`src/rtl/i8dp_pkg.sv`:
```
// ============================================================================
// i8dp_pkg: shared definitions for the int4 x int8 block dot product
// Field widths, arithmetic widths, multiplier operand codes and the control
// bundle passed from the sequencer to the datapath.
// ============================================================================
package i8dp_pkg;

    // Block and arithmetic configuration.
    localparam int BLK_BYTES  = 32;
    localparam int SCALE_FRAC = 12;
    localparam int ACC_WIDTH  = 56;
    localparam int RES_FRAC   = 24;
    localparam int OUT_WIDTH  = 48;

    // Fixed field widths.
    localparam int WB_W    = 8;
    localparam int ACT_W   = 8;
    localparam int SCALE_W = 16;
    localparam int BIAS_W  = 32;
    localparam int BSUM_W  = 17;
    localparam int NIB_W   = 4;

    localparam int IN_TDATA_W  = 120;
    localparam int OUT_TDATA_W = 48;

    localparam int POS_W = (BLK_BYTES > 1) ? $clog2(BLK_BYTES) : 1;

    // Shared multiplier: a signed (weight nibble, block sum or zero-extended scale),
    // b signed (activation, zero-extended scale or zero-extended scale product).
    localparam int SPROD_W = 2 * SCALE_W;
    localparam int MUL_A_W = (BSUM_W > SCALE_W + 1) ? BSUM_W : SCALE_W + 1;
    localparam int MUL_B_W = SPROD_W + 1;
    localparam int MUL_W   = MUL_A_W + MUL_B_W;

    // Alignment of the scaled block sum to RES_FRAC fraction bits.
    localparam int ALIGN_SH = RES_FRAC - 2 * SCALE_FRAC;
    localparam int ALIGN_L  = (ALIGN_SH > 0) ? ALIGN_SH : 0;
    localparam int ALIGN_R  = (ALIGN_SH < 0) ? -ALIGN_SH : 0;
    localparam int SCL_W    = MUL_W + ALIGN_L + 1;
    localparam int ADD_W    = ((SCL_W > ACC_WIDTH) ? SCL_W : ACC_WIDTH) + 1;
    localparam int TOT_W    = ((ACC_WIDTH > BIAS_W) ? ACC_WIDTH : BIAS_W) + 1;

    // Multiplier operand selections.
    localparam int MSEL_W = 3;
    localparam logic [MSEL_W-1:0] MSEL_BYTE0 = 3'd0;  // low nibble x act_low
    localparam logic [MSEL_W-1:0] MSEL_BYTE1 = 3'd1;  // high nibble x act_high
    localparam logic [MSEL_W-1:0] MSEL_SCL0  = 3'd2;  // wscale_first x ascale_first
    localparam logic [MSEL_W-1:0] MSEL_SCL1  = 3'd3;  // wscale_second x ascale_second
    localparam logic [MSEL_W-1:0] MSEL_SUM0  = 3'd4;  // first sum x scale product
    localparam logic [MSEL_W-1:0] MSEL_SUM1  = 3'd5;  // second sum x scale product

    typedef struct packed {
        logic [MSEL_W-1:0] mul_sel;
        logic              mul_en;
        logic              sum0_add;
        logic              sum1_add;
        logic              pos_step;
        logic              acc_add;
        logic              blk_done;
        logic              row_done;
        logic              in_ready;
    } i8dp_ctrl_t;

endpackage

```
`src/rtl/int4_int8_block_dot_product.sv`:
```
// ============================================================================
// int4_int8_block_dot_product: int4 x int8 block-quantized row dot product
// Accumulates two interleaved blocks of nibble-by-int8 products, scales each
// finished block by its weight and activation scales into a saturating row
// accumulator, and emits the optionally biased, saturated row sum on the row end.
// ============================================================================
//
// Channel   Direction  Handshake             Payload
// s_*       in         s_tvalid / s_tready   s_tdata (weights, acts, scales,
//                                            bias), s_tlast (row_end)
// m_*       out        m_tvalid / m_tready   m_tdata (dot_result),
//                                            m_tuser (saturated)
// cfg_*     in         cfg_valid / cfg_ready cfg_data (use_bias)
//
// After its accept step, an ordinary byte takes one multiply per nibble
// through the single shared multiplier and a step to fold in the second
// product before s_tready rises again. The byte that closes a block adds
// the two block scalings, each a scale product followed by a
// sum-times-scale product on the same multiplier. A row end adds a final
// step, and stalls there while the previous result still sits in the
// output register. Reset is synchronous and active low; it clears the
// sequencer, the counters, the sums, the accumulator and use_bias.
// Configuration writes are always taken.
// ============================================================================
module int4_int8_block_dot_product (
    input  logic                                 aclk,
    input  logic                                 aresetn,

    // Fields from bit 0 up: weight_byte[7:0], act_low[15:8], act_high[23:16],
    // wscale_first[39:24], wscale_second[55:40], ascale_first[71:56],
    // ascale_second[87:72], bias_value[119:88].
    input  logic [i8dp_pkg::IN_TDATA_W-1:0]      s_tdata,
    input  logic                                 s_tlast,   // row_end
    input  logic                                 s_tvalid,
    output logic                                 s_tready,

    // Fields from bit 0 up: dot_result[47:0].
    output logic [i8dp_pkg::OUT_TDATA_W-1:0]     m_tdata,
    // Fields from bit 0 up: saturated[0].
    output logic [0:0]                           m_tuser,
    output logic                                 m_tvalid,
    input  logic                                 m_tready,

    input  logic [0:0]                           cfg_data,  // use_bias
    input  logic                                 cfg_valid,
    output logic                                 cfg_ready
);
    import i8dp_pkg::*;

    localparam logic signed [ACC_WIDTH-1:0] ACC_MAX = {1'b0, {(ACC_WIDTH-1){1'b1}}};
    localparam logic signed [ACC_WIDTH-1:0] ACC_MIN = {1'b1, {(ACC_WIDTH-1){1'b0}}};
    localparam logic signed [OUT_WIDTH-1:0] OUT_MAX = {1'b0, {(OUT_WIDTH-1){1'b1}}};
    localparam logic signed [OUT_WIDTH-1:0] OUT_MIN = {1'b1, {(OUT_WIDTH-1){1'b0}}};

    i8dp_ctrl_t ctrl;

    logic in_xfer;
    logic out_free;
    logic last_byte;

    // Captured input item.
    logic [WB_W-1:0]           wb_reg;
    logic signed [ACT_W-1:0]   act_low_reg;
    logic signed [ACT_W-1:0]   act_high_reg;
    logic [SCALE_W-1:0]        ws0_reg;
    logic [SCALE_W-1:0]        ws1_reg;
    logic [SCALE_W-1:0]        as0_reg;
    logic [SCALE_W-1:0]        as1_reg;
    logic signed [BIAS_W-1:0]  bias_reg;
    logic                      row_end_reg;

    // Running state.
    logic [POS_W-1:0]          pos_reg;
    logic signed [BSUM_W-1:0]  sum0_reg;
    logic signed [BSUM_W-1:0]  sum1_reg;
    logic signed [ACC_WIDTH-1:0] acc_reg;
    logic signed [ACC_WIDTH-1:0] acc_next;
    logic                      use_bias_reg;

    // Output register.
    logic                      m_valid_reg;
    logic signed [OUT_WIDTH-1:0] result_reg;
    logic signed [OUT_WIDTH-1:0] result_next;
    logic                      sat_reg;
    logic                      sat_next;

    logic signed [MUL_W-1:0]   prod_reg;
    logic signed [SCL_W-1:0]   scaled;
    logic signed [ADD_W-1:0]   acc_sum;
    logic signed [TOT_W-1:0]   total;

    assign in_xfer   = s_tvalid && s_tready;
    assign s_tready  = ctrl.in_ready;
    assign out_free  = !m_valid_reg || m_tready;
    assign last_byte = (pos_reg == POS_W'(BLK_BYTES - 1));
    assign cfg_ready = 1'b1;

    i8dp_seq u_seq (
        .aclk      (aclk),
        .aresetn   (aresetn),
        .in_xfer   (in_xfer),
        .last_byte (last_byte),
        .row_end   (row_end_reg),
        .out_free  (out_free),
        .ctrl      (ctrl)
    );

    i8dp_mul u_mul (
        .aclk          (aclk),
        .mul_sel       (ctrl.mul_sel),
        .mul_en        (ctrl.mul_en),
        .weight_byte   (wb_reg),
        .act_low       (act_low_reg),
        .act_high      (act_high_reg),
        .wscale_first  (ws0_reg),
        .wscale_second (ws1_reg),
        .ascale_first  (as0_reg),
        .ascale_second (as1_reg),
        .sum_first     (sum0_reg),
        .sum_second    (sum1_reg),
        .prod_reg      (prod_reg)
    );

    // Bring the scaled block sum to RES_FRAC fraction bits. When it carries
    // more fraction bits, it is rounded half up: add half, then floor.
    generate
        if (ALIGN_R > 0) begin : g_round
            logic signed [SCL_W-1:0] rounded;
            assign rounded = SCL_W'(prod_reg) + SCL_W'(1 << (ALIGN_R - 1));
            assign scaled  = rounded >>> ALIGN_R;
        end else begin : g_shift
            assign scaled = SCL_W'(prod_reg) <<< ALIGN_L;
        end
    endgenerate

    // Saturating accumulate of one scaled block.
    assign acc_sum = ADD_W'(acc_reg) + ADD_W'(scaled);

    always_comb begin
        if (acc_sum > ADD_W'(ACC_MAX)) begin
            acc_next = ACC_MAX;
        end else if (acc_sum < ADD_W'(ACC_MIN)) begin
            acc_next = ACC_MIN;
        end else begin
            acc_next = acc_sum[ACC_WIDTH-1:0];
        end
    end

    // Row total with optional bias, clipped to the output width.
    assign total = TOT_W'(acc_reg) + (use_bias_reg ? TOT_W'(bias_reg) : TOT_W'(0));

    always_comb begin
        if (total > TOT_W'(OUT_MAX)) begin
            result_next = OUT_MAX;
            sat_next    = 1'b1;
        end else if (total < TOT_W'(OUT_MIN)) begin
            result_next = OUT_MIN;
            sat_next    = 1'b1;
        end else begin
            result_next = total[OUT_WIDTH-1:0];
            sat_next    = 1'b0;
        end
    end

    // Input capture; payload needs no reset.
    always_ff @(posedge aclk) begin
        if (in_xfer) begin
            wb_reg       <= s_tdata[7:0];
            act_low_reg  <= s_tdata[15:8];
            act_high_reg <= s_tdata[23:16];
            ws0_reg      <= s_tdata[39:24];
            ws1_reg      <= s_tdata[55:40];
            as0_reg      <= s_tdata[71:56];
            as1_reg      <= s_tdata[87:72];
            bias_reg     <= s_tdata[119:88];
            row_end_reg  <= s_tlast;
        end
    end

    // Block sums, position and row accumulator. Block sums wrap at their
    // width. A row end discards any partial block.
    always_ff @(posedge aclk) begin
        if (!aresetn) begin
            pos_reg  <= '0;
            sum0_reg <= '0;
            sum1_reg <= '0;
            acc_reg  <= '0;
        end else begin
            if (ctrl.sum0_add) begin
                sum0_reg <= sum0_reg + BSUM_W'(prod_reg);
            end
            if (ctrl.sum1_add) begin
                sum1_reg <= sum1_reg + BSUM_W'(prod_reg);
            end
            if (ctrl.pos_step) begin
                pos_reg <= last_byte ? '0 : pos_reg + POS_W'(1);
            end
            if (ctrl.acc_add) begin
                acc_reg <= acc_next;
            end
            if (ctrl.blk_done) begin
                sum0_reg <= '0;
                sum1_reg <= '0;
            end
            if (ctrl.row_done) begin
                pos_reg  <= '0;
                sum0_reg <= '0;
                sum1_reg <= '0;
                acc_reg  <= '0;
            end
        end
    end

    // Configuration register.
    always_ff @(posedge aclk) begin
        if (!aresetn) begin
            use_bias_reg <= 1'b0;
        end else if (cfg_valid && cfg_ready) begin
            use_bias_reg <= cfg_data[0];
        end
    end

    // Output register: holds the result until its transfer completes.
    always_ff @(posedge aclk) begin
        if (!aresetn) begin
            m_valid_reg <= 1'b0;
        end else if (ctrl.row_done) begin
            m_valid_reg <= 1'b1;
        end else if (m_tready) begin
            m_valid_reg <= 1'b0;
        end
    end

    always_ff @(posedge aclk) begin
        if (ctrl.row_done) begin
            result_reg <= result_next;
            sat_reg    <= sat_next;
        end
    end

    assign m_tvalid = m_valid_reg;
    assign m_tdata  = OUT_TDATA_W'(result_reg);
    assign m_tuser  = sat_reg;

endmodule

```
`src/rtl/i8dp_mul.sv`:
```
// ============================================================================
// i8dp_mul: shared multiplier
// Selects the operands for one product per cycle while mul_en is high and registers the result.
// The scale product is fed back for the block-sum scaling step.
// ============================================================================
module i8dp_mul (
    input  logic                                aclk,
    input  logic [i8dp_pkg::MSEL_W-1:0]         mul_sel,
    input  logic                                mul_en,
    input  logic [i8dp_pkg::WB_W-1:0]           weight_byte,
    input  logic signed [i8dp_pkg::ACT_W-1:0]   act_low,
    input  logic signed [i8dp_pkg::ACT_W-1:0]   act_high,
    input  logic [i8dp_pkg::SCALE_W-1:0]        wscale_first,
    input  logic [i8dp_pkg::SCALE_W-1:0]        wscale_second,
    input  logic [i8dp_pkg::SCALE_W-1:0]        ascale_first,
    input  logic [i8dp_pkg::SCALE_W-1:0]        ascale_second,
    input  logic signed [i8dp_pkg::BSUM_W-1:0]  sum_first,
    input  logic signed [i8dp_pkg::BSUM_W-1:0]  sum_second,
    output logic signed [i8dp_pkg::MUL_W-1:0]   prod_reg
);
    import i8dp_pkg::*;

    logic signed [NIB_W-1:0]   w_low;
    logic signed [NIB_W-1:0]   w_high;
    logic signed [MUL_A_W-1:0] op_a;
    logic signed [MUL_B_W-1:0] op_b;
    logic signed [MUL_W-1:0]   prod_next;

    // A nibble minus eight is the nibble with its top bit inverted.
    assign w_low  = {~weight_byte[3], weight_byte[2:0]};
    assign w_high = {~weight_byte[7], weight_byte[6:4]};

    always_comb begin
        case (mul_sel)
            MSEL_BYTE0: begin
                op_a = MUL_A_W'(w_low);
                op_b = MUL_B_W'(act_low);
            end
            MSEL_BYTE1: begin
                op_a = MUL_A_W'(w_high);
                op_b = MUL_B_W'(act_high);
            end
            MSEL_SCL0: begin
                op_a = MUL_A_W'(wscale_first);
                op_b = MUL_B_W'(ascale_first);
            end
            MSEL_SCL1: begin
                op_a = MUL_A_W'(wscale_second);
                op_b = MUL_B_W'(ascale_second);
            end
            MSEL_SUM0: begin
                op_a = MUL_A_W'(sum_first);
                op_b = MUL_B_W'(prod_reg[SPROD_W-1:0]);
            end
            MSEL_SUM1: begin
                op_a = MUL_A_W'(sum_second);
                op_b = MUL_B_W'(prod_reg[SPROD_W-1:0]);
            end
            default: begin
                op_a = '0;
                op_b = '0;
            end
        endcase
    end

    assign prod_next = op_a * op_b;

    always_ff @(posedge aclk) begin
        if (mul_en) begin
            prod_reg <= prod_next;
        end
    end

endmodule

```
`src/rtl/i8dp_seq.sv`:
```
// ============================================================================
// i8dp_seq: step sequencer
// Walks each accepted byte through the multiply-accumulate steps, the
// two block scalings at a block end and the result load at a row end.
// ============================================================================
module i8dp_seq (
    input  logic                   aclk,
    input  logic                   aresetn,
    input  logic                   in_xfer,
    input  logic                   last_byte,
    input  logic                   row_end,
    input  logic                   out_free,
    output i8dp_pkg::i8dp_ctrl_t   ctrl
);
    import i8dp_pkg::*;

    localparam int ST_W = 4;
    localparam logic [ST_W-1:0] ST_IDLE  = 4'd0;
    localparam logic [ST_W-1:0] ST_BYTE0 = 4'd1;
    localparam logic [ST_W-1:0] ST_BYTE1 = 4'd2;
    localparam logic [ST_W-1:0] ST_BYTE2 = 4'd3;
    localparam logic [ST_W-1:0] ST_SCL0  = 4'd4;
    localparam logic [ST_W-1:0] ST_ACC0  = 4'd5;
    localparam logic [ST_W-1:0] ST_SCL1  = 4'd6;
    localparam logic [ST_W-1:0] ST_ACC1  = 4'd7;
    localparam logic [ST_W-1:0] ST_FIN   = 4'd8;

    logic [ST_W-1:0] state_reg;
    logic [ST_W-1:0] state_next;

    always_comb begin
        state_next = state_reg;
        ctrl       = '0;
        case (state_reg)
            ST_IDLE: begin
                ctrl.in_ready = 1'b1;
                if (in_xfer) begin
                    state_next = ST_BYTE0;
                end
            end
            ST_BYTE0: begin
                ctrl.mul_sel = MSEL_BYTE0;
                ctrl.mul_en  = 1'b1;
                state_next   = ST_BYTE1;
            end
            ST_BYTE1: begin
                ctrl.mul_sel  = MSEL_BYTE1;
                ctrl.mul_en   = 1'b1;
                ctrl.sum0_add = 1'b1;
                state_next    = ST_BYTE2;
            end
            ST_BYTE2: begin
                ctrl.sum1_add = 1'b1;
                ctrl.pos_step = 1'b1;
                if (last_byte) begin
                    // Start the first scale product alongside the last add.
                    ctrl.mul_sel = MSEL_SCL0;
                    ctrl.mul_en  = 1'b1;
                    state_next   = ST_SCL0;
                end else if (row_end) begin
                    state_next = ST_FIN;
                end else begin
                    state_next = ST_IDLE;
                end
            end
            ST_SCL0: begin
                ctrl.mul_sel = MSEL_SUM0;
                ctrl.mul_en  = 1'b1;
                state_next   = ST_ACC0;
            end
            ST_ACC0: begin
                ctrl.acc_add = 1'b1;
                ctrl.mul_sel = MSEL_SCL1;
                ctrl.mul_en  = 1'b1;
                state_next   = ST_SCL1;
            end
            ST_SCL1: begin
                ctrl.mul_sel = MSEL_SUM1;
                ctrl.mul_en  = 1'b1;
                state_next   = ST_ACC1;
            end
            ST_ACC1: begin
                ctrl.acc_add  = 1'b1;
                ctrl.blk_done = 1'b1;
                state_next    = row_end ? ST_FIN : ST_IDLE;
            end
            ST_FIN: begin
                if (out_free) begin
                    ctrl.row_done = 1'b1;
                    state_next    = ST_IDLE;
                end
            end
            default: begin
                state_next = ST_IDLE;
            end
        endcase
    end

    always_ff @(posedge aclk) begin
        if (!aresetn) begin
            state_reg <= ST_IDLE;
        end else begin
            state_reg <= state_next;
        end
    end

endmodule

```
`config.mk`:
```
export PLATFORM = sky130hd
export DESIGN_NAME = int4_int8_block_dot_product
export DESIGN_NICKNAME = d
export VERILOG_FILES = /design/src/rtl/i8dp_pkg.sv /design/src/rtl/int4_int8_block_dot_product.sv /design/src/rtl/i8dp_mul.sv /design/src/rtl/i8dp_seq.sv
export SDC_FILE = /design/constraint.sdc
export NUM_CORES = 2
export LEC_CHECK = 0
export ABC_AREA = 1
export BUFFER_PORTS_ARGS = -buffer_cell sky130_fd_sc_hd__buf_4
export CELL_PAD_IN_SITES_DETAIL_PLACEMENT = 1
export CELL_PAD_IN_SITES_GLOBAL_PLACEMENT = 2
export CORE_AREA = 2 2 376 378
export CTS_BUF_LIST = sky130_fd_sc_hd__clkbuf_8 sky130_fd_sc_hd__clkbuf_16
export CTS_CLUSTER_DIAMETER = 40
export DETAILED_ROUTE_END_ITERATION = 12
export DIE_AREA = 0 0 378 380
export HOLD_SLACK_MARGIN = 0.1
export PLACE_DENSITY_LB_ADDON = 0.12
export SLEW_MARGIN = 10
export SYNTH_ARGS = -nofsm -noshare
export SYNTH_HDL_FRONTEND = slang
export SYNTH_SLANG_ARGS = --single-unit
```
`constraint.sdc`:
```
create_clock -name aclk -period 27.4 [get_ports aclk]
set_clock_uncertainty 0.1 [all_clocks]
set_input_delay 5.48 -clock aclk [delete_from_list [all_inputs] [get_ports aclk]]
set_output_delay 5.48 -clock aclk [all_outputs]
set_load 0.01 [all_outputs]
```
======== Word-level counts from Yosys, hierarchy flattened ========
Index checks and enable logic that the tools add are counted.
word-level totals
  output and inout bits ................... 52
  bits in read-only memories .............. 0
  bits in writable memories ............... 0
  word-level logic and storage cells ...... 83
  flip-flop bits (word level) ............. 321
  memories ................................ 0
  latch bits .............................. 0
cells by class
  bitwise operators ....................... 3
  reductions and logical operators ........ 11
  divide/modulo/power cells ............... 0
  muxes and demuxes ....................... 24
  magnitude comparators ................... 4
  equality and inequality tests ........... 16
  add/subtract/negate cells ............... 5
  shift operators ......................... 0
  $mul .................................... 1
operators by type and width
  cell                    count
  $pmux W33 S5            1
  $mux W56                2
  $pmux W17 S6            1
  $add A56 B50 Y57        1
  $add A56 B57 Y57        1
  $gt A57 B48 Y1 const B  1
  $gt A57 B56 Y1 const B  1
  $lt A57 B48 Y1 const B  1
  $lt A57 B56 Y1 const B  1
  $mux W57                1
  $mul A17 B33 Y50        1
  $mux W48                1
  $pmux W4 S9             1
  $add A17 B17 Y17        2
  $pmux W4 S6             1
  $eq A4 B3 Y1 const B    4
  $mux W4                 4
  $mux W1                 9
  $eq A4 B2 Y1 const B    2
  $eq A3 B2 Y1 const B    2
  $eq A3 B3 Y1 const B    2
  $reduce_or A2 Y1        3
  $add A5 B1 Y5 const B   1
  $eq A5 B5 Y1 const B    1
  other kinds (16)        19

======== Logic depth before layout (Yosys ltp) ========
  depth after elaboration ................. 7
  gate-level depth with buffers ........... 38

======== Modules after synthesis ========
From an unflattened synthesis, not the netlist that was laid out.
second synthesis, totals
  cells, all modules ...................... 6,667
  area total of the unflattened synthesis .. 46,118.0 um2
by module, submodules not included
  module                       area each (um2)  instances  cells each
  i8dp_mul                     24,258.3         1          3,219
  int4_int8_block_dot_product  21,564.4         1          3,400
  i8dp_seq                     295.3            1          48

======== Worst setup path before layout ========
Ideal clock, no wire load.
  kind .................................... input -> register
  start point ............................. in s_tvalid
  end point ............................... reg act_high_reg[0] (enable)
  arrival time ............................ 13,723 ps
  setup time .............................. 750 ps
  buffers on the path ..................... 0
  path slack .............................. 12,826 ps
  stages .................................. 2
  cells stage by stage .................... inv_1 > nor3_1
on the way
  longest elaborated chain between the ends .. 1
ends and longest elaborated chain
  what                  line                                source
  from (decl)           int4_int8_block_dot_product.sv:34   input logic s_tvalid,
  $logic_and A1 B1 Y1   int4_int8_block_dot_product.sv:92   assign in_xfer = s_tvalid && s_tready;
  via in_xfer           int4_int8_block_dot_product.sv:57   logic in_xfer;
  to (signal assigned)  int4_int8_block_dot_product.sv:170  act_high_reg <= s_tdata[23:16];
  to (decl)             int4_int8_block_dot_product.sv:64   logic signed [ACT_W-1:0] act_high_reg;
The timed path passes the listed nets, and every way through them passes these cells.
A chain may end at the register's enable or synchronous reset.

======== Worst setup path after layout ========
  start point ............................. reg u_seq.state_reg[0]
  end point ............................... reg u_mul.prod_reg[39] (netlist name), data pin
on the way
  longest elaborated chain between the ends .. 6
ends and longest elaborated chain
  what                                  line             source
  from (decl)                           i8dp_seq.sv:28   logic [ST_W-1:0] state_reg;
  from (signal assigned)                i8dp_seq.sv:103  state_reg <= state_next;
  $eq A4 B3 Y1 (tied with other cells)  i8dp_seq.sv:34   case (state_reg)
  $pmux W4 S6 (*)                       i8dp_seq.sv:34
  $eq A3 B3 Y1                          i8dp_mul.sv:34   case (mul_sel)
  $reduce_or A2 Y1 (no source line)     -
  $pmux W33 S5                          i8dp_mul.sv:34
  $mul A17 B33 Y50 (*)                  i8dp_mul.sv:66   assign prod_next = op_a * op_b;
  via u_mul.prod_next[39]               i8dp_mul.sv:27   logic signed [MUL_W-1:0] prod_next;
  to (signal assigned)                  i8dp_mul.sv:70   prod_reg <= prod_next;
  to (decl)                             i8dp_mul.sv:19   output logic signed [i8dp_pkg::MUL_W-1:0] prod_reg
The timed path passes the listed nets; every way through them passes the cells marked *.

==> results by group <==
Status
  • Status: completed

Timing
  • Max-slew headroom: 21.9%
  • Fmax: 105 MHz
  • Final cycle utilization of the critical path: 34.9%
  • Total negative slack: 0 ns
  • Unrepaired setup endpoints after global routing: false
  • Hold Vio Cnt, Final: 0
  • Hold_ws: 0.384 ns
  • Worst Tran Pin Value: about 1.2 ns
  • Final setup violation count: 0
  • Minimum clock period: 9.57 ns
  • Final Slew Violations: 0
  • Final worst slack: 17.83 ns

Critical path
  • CP most frequent cell: fa_1
  • Setup CP Type: flop to flop
  • Max incr delay on CP: roughly 0.7 ns
  • Data required, critical path: 27.66 ns
  • R2r worst-path depth: 30
  • Reg-to-Reg Start: u_seq.state_reg[0]
  • Critical Path Source Type: flop
  • CP Max Fanout: 35
  • WP data arrival: 9.83 ns
  • Slowest CP cell: inv_2
  • Critical Path Start: u_seq.state_reg[0]
  • Worst setup EP type: flop

Cells and area
  • Antenna diodes: 0
  • Fin area: 47300 um^2
  • Share of cells above drive strength 1: 7.80%
  • Fillers: between 15000 and 20000
  • Area Growth Syn to Fin: 13.6%
  • Max reg flops: 56
  • Final Net Count: 6488

CTS
  • CTS tree: yes
  • Hold Buf Count CTS: 0
  • Cts bufs inserted: 67
  • Post_cts resized: 0
  • H-tree levels: 3
  • CTS sink count: 321
  • Max Buffers Root-to-Sink: 3
  • Reg clk slew, reported paths: 0.05 ns
  • Setup bufs post-CTS: 0
  • Clk root buf: clkbuf_16
  • Worst-Skew Late Latency: 0.66 ns

Placed design
  • Placer congestion estimate: between 0.8 and 0.9
  • Dpl ws: 17.78 ns
  • DP HPWL: between 100000 and 150000 um
  • Port Buffers: approximately 180
  • Dpl cell area: 45100 um^2

Routing
  • DRC violation count after routing: 0
  • Number of DRC markers in iteration 0: 1643
  • Vias: 35000
  • Met3 wire length: a little under 4000 um
  • WL met1: 76800 um
  • DRT Wirelength: 162000 um
  • Met2 WL: 77900 um
  • ANT nets after route: 0
  • Vias/cell: 4.67
  • Top routing layer used: met4
  • Drt pass-1 iters: 7
  • Routed len/inst: 21.6 um

Synthesis
  • FF+latch count, synth: 321
  • Syn Area/Cell: between 7 and 8 um^2
  • Syn_nets: 6315
  • Synth cell types: 65
  • Mapped Area: 41700 um^2
  • Number of synthesized flops with an enable pin: 220
  • Top_reg_cell synth: edfxtp_1
  • Post-synthesis sequential area ratio: 20.7%
  • Post-Synthesis Cells: 5385
  • Ys Warns: 0
  • Ys async rst share: 0%

Floorplan
  • Cell Rows: 137
  • Die W: 378 um
  • Starting density of the core: 29.9%
  • Die area: roughly 140000 um^2
  • Core area: 139000 um^2
  • Die Y: 380 um
  • Top Ports: 179

Global route
  • Vias in the first global route: 38700
  • Total track usage: a little under a quarter
  • Global-route wire length before repair: between 200000 and 250000 um
  • Congestion Overflow GR: 0
  • Largest net degree at the start of global routing: 79
  • Initial antenna violation count: 2

Hold path
  • Min-delay worst type: flop to flop
  • Hold Crit Depth: 2
  • Hold path start: pos_reg[4]

Run
  • Number of max-cap violations: 0
## metrics by stage
step	utilization [%]	instances
after global routing	34.0	7488
after global placement	32.4	7365
final	34.0	7488
after detailed placement	32.4	7365
after floorplan	-	5385
after CTS	34.0	7488
## final cells by class
class                   instances  area, um^2  share of cell area, %
multi-input cells            3763       28000                   59.1
flip-flops and latches        321        8630                   18.2
inverters                    1179        4430                   9.35
well taps                    1876        2350                   4.96
clock buffers                  70        1720                   3.63
repair buffers                226        1700                   3.58
clock inverters                53         532                   1.12
## layout by cell type, fill, tap and decap left out, types with 15 or more instances in the layout
master,synthesis,routed
inv_1,1140,1143
nand2_1,1139,1139
nor2_1,760,757
fa_1,540,540
a21oi_1,285,285
ha_1,263,263
buf_4,8,226
edfxtp_1,220,220
o21ai_0,200,200
nand3_1,124,124
dfxtp_1,101,101
xor2_1,94,94
xnor2_1,71,71
clkbuf_16,0,67
inv_2,36,38
nand4_1,29,29
nor3_1,26,25
a21o_1,19,19
o21bai_1,17,17
a31oi_1,16,16
a22oi_1,15,15
## final timing paths
path | to | slack [ns]
hold reg to reg | pos_reg[4] | 0.38
setup reg to reg | u_mul.prod_reg[39] | 17.83
hold / removal | pos_reg[4] | 0.38
setup / recovery | u_mul.prod_reg[39] | 17.83
## kinds of logic after synthesis
group	after synthesis	share of synthesized area (%)
flip-flops	321	20.7
other	1	0.00900
AO/OA/AOI/OAI	633	8.56
AND/OR/NAND/NOR	2160	21.1
adder cells (fa/ha/maj)	803	33.8
buffers and inverters	1301	12.3
XOR/XNOR	166	3.51
## critical path: cells and delay by family, from the launching register on
family / cells / cell delay (ns)
adders and majority gates: 7 / 3.41
xor gates and xnor gates: 1 / 0.16
and+or+nand+nor: 11 / 2.42
DFF: 1 / 0.50
buffers and inverters: 7 / 1.53
AOI/OAI and AO/OA: 4 / 1.11
## layer usage
layer / GRT usage [%] / vias to the layer above
met5: 0 / -
met4: 5.71 / 0
met3: 1.65 / 150
met2: 39.0 / 462
met1: 31.1 / 17500
li1: - / 16800
## cells in the mapped netlist, drive strengths merged (31+ instances only)
cell	count	share of area, %
a21oi	286	3.4
buf	91	1.3
clkbuf	31	0.28
dfxtp	101	4.9
edfxtp	220	16
fa	540	26
ha	263	7.9
inv	1177	11
nand2	1146	10
nand3	125	1.5
nand4	31	0.50
nor2	767	7.1
nor3	44	0.88
o21ai	216	2.7
xnor2	71	1.5
xor2	95	2.0
Power is left out: the tool's default activity adds up to more than one toggle a clock period on the data nets, which glitch-free logic cannot reach.
